### src/rtl/tinv_pkg.sv
// Shared types and constants for the 3x3 tensor invariants pipeline.
package tinv_pkg;

    // Number of register stages from the input ports to the output registers.
    localparam int NUM_STAGES = 6;

    // Per-stage load strobes from the pipeline control to the datapaths.
    typedef struct packed {
        logic [NUM_STAGES-1:0] load;
    } tinv_adv_t;

endpackage

### src/rtl/tinv_ctrl.sv
// Valid/ready control for the invariants pipeline: stage valid bits and load strobes.
module tinv_ctrl
(
    input  logic               clk,
    input  logic               rst_n,
    input  logic               in_valid,
    input  logic               out_ready,
    output logic               in_ready,
    output logic               out_valid,
    output tinv_pkg::tinv_adv_t adv
);
    import tinv_pkg::*;

    logic [NUM_STAGES-1:0] valid_reg;
    logic [NUM_STAGES-1:0] valid_next;
    logic [NUM_STAGES:0]   stage_ready;

    // A stage can take a new transaction when it is empty or its content moves on.
    always_comb
    begin
        stage_ready[NUM_STAGES] = out_ready;
        for (int k = NUM_STAGES - 1; k >= 0; k--)
        begin
            stage_ready[k] = !valid_reg[k] || stage_ready[k+1];
        end
    end

    // Load strobes and next valid bits; bubbles are squeezed out on a stall.
    always_comb
    begin
        for (int k = 0; k < NUM_STAGES; k++)
        begin
            if (k == 0)
            begin
                adv.load[k]   = stage_ready[k] && in_valid;
                valid_next[k] = stage_ready[k] ? in_valid : valid_reg[k];
            end
            else
            begin
                adv.load[k]   = stage_ready[k] && valid_reg[k-1];
                valid_next[k] = stage_ready[k] ? valid_reg[k-1] : valid_reg[k];
            end
        end
    end

    always_ff @(posedge clk or negedge rst_n)
    begin
        if (!rst_n)
        begin
            valid_reg <= '0;
        end
        else
        begin
            valid_reg <= valid_next;
        end
    end

    assign in_ready  = stage_ready[0];
    assign out_valid = valid_reg[NUM_STAGES-1];

endmodule

### config.mk
export PLATFORM = sky130hd
export DESIGN_NAME = tinv_ctrl
export DESIGN_NICKNAME = d
export VERILOG_FILES = /design/src/rtl/tinv_pkg.sv /design/src/rtl/tinv_ctrl.sv
export SDC_FILE = /design/constraint.sdc
export NUM_CORES = 1
export LEC_CHECK = 0
export ABC_AREA = 1
export BUFFER_PORTS_ARGS = -buffer_cell sky130_fd_sc_hd__buf_2
export CAP_MARGIN = 15
export CELL_PAD_IN_SITES_DETAIL_PLACEMENT = 0
export CELL_PAD_IN_SITES_GLOBAL_PLACEMENT = 1
export CORE_AREA = 2 2 39 41
export CTS_CLUSTER_SIZE = 20
export DETAILED_ROUTE_END_ITERATION = 8
export DIE_AREA = 0 0 41 43
export GPL_ROUTABILITY_DRIVEN = 0
export MAX_ROUTING_LAYER = met4
export PLACE_DENSITY = 0.59
export SLEW_MARGIN = 5
export SYNTH_ARGS = -nofsm -noshare
export SYNTH_HDL_FRONTEND = slang
export SYNTH_SLANG_ARGS = --single-unit
### constraint.sdc
create_clock -name clk -period 1.1 [get_ports clk]
set_input_delay 0 -clock clk [delete_from_list [all_inputs] [get_ports clk]]
set_output_delay 0 -clock clk [all_outputs]
set_load 0.1 [all_outputs]
## Yosys cells after proc, flatten, opt, wreduce, memory -nomap -nowiden

Index checks and enable logic that the tools add are counted.

- Reductions and logical operators: 18

Operators with widths:

| kind | count |
|---|---|
| logical AND 1 bit | 6 |
| zero test 1 bit | 6 |
| logical OR 1 bit | 6 |

- Register bits after elaboration: 6
- Logic and storage cells: 24
- Bits of input ports: 4
- Output and inout port bits: 8

## Logic depth before layout (Yosys ltp)

- Depth in word-level cells: 8
- Mapped depth: 6
- Gate-level depth less buffers: 6

## Worst setup path after synthesis

No wires, ideal clock.

- Path type: register to output
- From: register valid_reg[5]
- To: output adv[1] in the netlist's numbering
- Data arrival time: 2651 ps
- Stages on the path, launching flop included: 6
- Data required time: 1100 ps
- Buffers on the path: 0
- Setup slack: -1551 ps
- Path through: dfrtp_1 nand3_2 nor2_2 nand2_1 inv_1 a21oi_1

RTL lines:

| element | RTL line | RTL |
|---|---|---|
| start, declared | tinv_ctrl.sv:14 | `logic [NUM_STAGES-1:0] valid_reg;` |
| start signal, assigned | tinv_ctrl.sv:54 | `valid_reg <= valid_next;` |
| end, declared | tinv_ctrl.sv:10 | `output tinv_pkg::tinv_adv_t adv` |

==> qor.txt <==
family with the most delay on the worst path -> flip-flops
Critical Path Fanout Max -> 3
CP bufs+invs -> 2
Routed wire per std cell -> 8.60 um
Die Span Y -> 43 um
Final setup viols -> 7
buffer depth of the longest clock path -> 2
period utilisation layout -> 121%
Post-Route WL -> 645 um
die area -> 1760 um^2
CTS sink count -> 6
hold slack -> 0.0747 ns
Fin. Hold Viols -> 0
Top Ports -> 12
most frequent cells in the layout -> buf_12 (8), inv_1 (6), nand2_1 (6), buf_4 (6), dfrtp_1 (5)
Port Buf Inserts -> 11
grt total ovfl -> 0
number of flip-flops in the largest register -> 6
vias in the first global route -> 303
Arrival @ worst endpoint -> 1.34 ns
Detail Route Antenna Nets -> 0
Vias -> 292
CTS H-tree lvls -> 1
Crit Path Class -> flip-flop to output pin
cell area after synthesis -> 284 um^2
Fmax -> 749 MHz
share of layout cells above drive strength 1 -> 64.4%
Mean Syn Cell Area -> 8.11 um^2
leading cell type in the layout, fill and taps excluded -> buf_12
crit start category -> flip-flop
Layout area overhead -> 130%
first-pass GRT wire length -> 1180 um
initial DRC count -> 0
CTS tree -> yes
worst slack, placed -> -0.0188 ns
Ant. Diodes -> 0
Skew-Pair Late Insertion Delay -> 0.25 ns
Detail Placement HPWL -> 524 um
CP max stage delay -> 0.42 ns
failing checks -> setup timing
largest net degree at the start of global routing -> 7
sequential cell area fraction in the yosys report -> 52.9%
Residual DRC -> 0
Layout Skew -> 0.0113 ns
fin nets -> 64
min Tclk post-route -> 1.34 ns
Yosys Warn Count -> 0
RSZ-0062 raised after global routing -> true
max cap viols -> 0
Initial Utilization -> 20.5%
row count -> 14
Netlist cell types -> 10
worst setup margin -> -0.236 ns
Critical Path RT -> 1.10 ns
DRT Pass-1 Iters -> 1
Hold Path Class -> primary input to flip-flop
syn_nets -> 39
crit-path cells -> nand3_4, nor2_4, nand4_4, nand2_2, clkinvlp_4, buf_12
CTS Root Cell -> clkbuf_4
post-DR vias/cell -> 3.89
#FFs+latches synth -> 6
slew margin rel. -> 84.3%
CP endpoint kind -> output pin
clk slew on worst S/H paths -> 0.05 ns
Slew Viols, Final -> 0
core area -> 1380 um^2
Tot GR Track Use -> 10.6%
worst-margin pin slew -> 0.236 ns
status -> complete, but fails checks
die width -> 41 um
cells after synthesis -> 35
initial antenna violation count -> 0
number of CTS-inserted buffers -> 3
Crit-path slowest cell -> dfrtp_4
==> per-stage QoR <==
step                      TNS [ns]  cells  cell area (um^2)  util, %
final                        -1.42     75               654     47.3
after global routing         -1.90     75               654     47.3
after CTS                    -1.60     75               654     47.3
after detailed placement   -0.0188     68               592     42.8
after global placement     -0.0160     68               592     42.8
after floorplan              -2.88     35               352        -
==> synth_stat cells (all sizes together) <==
cell	number	area share, %
inv	11	15
nand2	10	13
dfrtp	6	53
nor2	3	4.8
nand3	2	5.3
a21oi	1	1.8
nand4	1	4.4
o21ai	1	3.1
==> tightest hold or removal path, cell delays in order <==
cell and delay (ns):
buf_2 0.08, inv_1 0.06, nand2_1 0.09, nand2_1 0.06
==> layout make-up <==
cell class	instances	area, um^2
multi-input combinational	18	150
timing repair buffer	20	251
clock buffer	4	26.3
fill	129	729
inverter	11	52.6
tap	16	20.0
sequential	6	154
==> cell families after synthesis <==
logic type             Yosys count  share of synthesized area [%]
buffers and inverters           11                           14.5
DFF                              6                           52.9
AOI/OAI and AO/OA                2                           4.84
and+or+nand+nor                 16                           27.8
==> path summary, 6_finish.rpt <==
path | startpoint | to | slack [ns] | cells after the start
max | valid_reg[5] | adv[0] | -0.24 | 6
min | out_ready | valid_reg[5] | 0.07 | 4
max reg2reg | valid_reg[5] | valid_reg[1] | 0.09 | 5
min reg2reg | valid_reg[3] | valid_reg[4] | 0.58 | 2
max in group asynchronous | rst_n | valid_reg[5] | 0.84 | 2
min in group asynchronous | rst_n | valid_reg[4] | 0.10 | 2
==> layer usage <==
metal | vias to the layer above | track usage [%] | share of wire, %
li1 | 150 | - | -
met1 | 130 | 9.57 | 35
met2 | 12 | 16.9 | 56
met3 | 0 | 6.81 | 9.1
met4 | 0 | 4.00 | 0
met5 | - | - | 0
==> what timing repair did <==
action	4_1_cts	5_1_grt
endpoints found under the hold margin	7	0
hold buffers	2	0
cloned	0	0
pin swaps	3	1
setup endpoints to repair	7	7
gates resized for setup	3	0
setup buffers	1	0
Power is not shown: default switching activity piles up to over one toggle a cycle in this logic, so the estimate is an artifact.
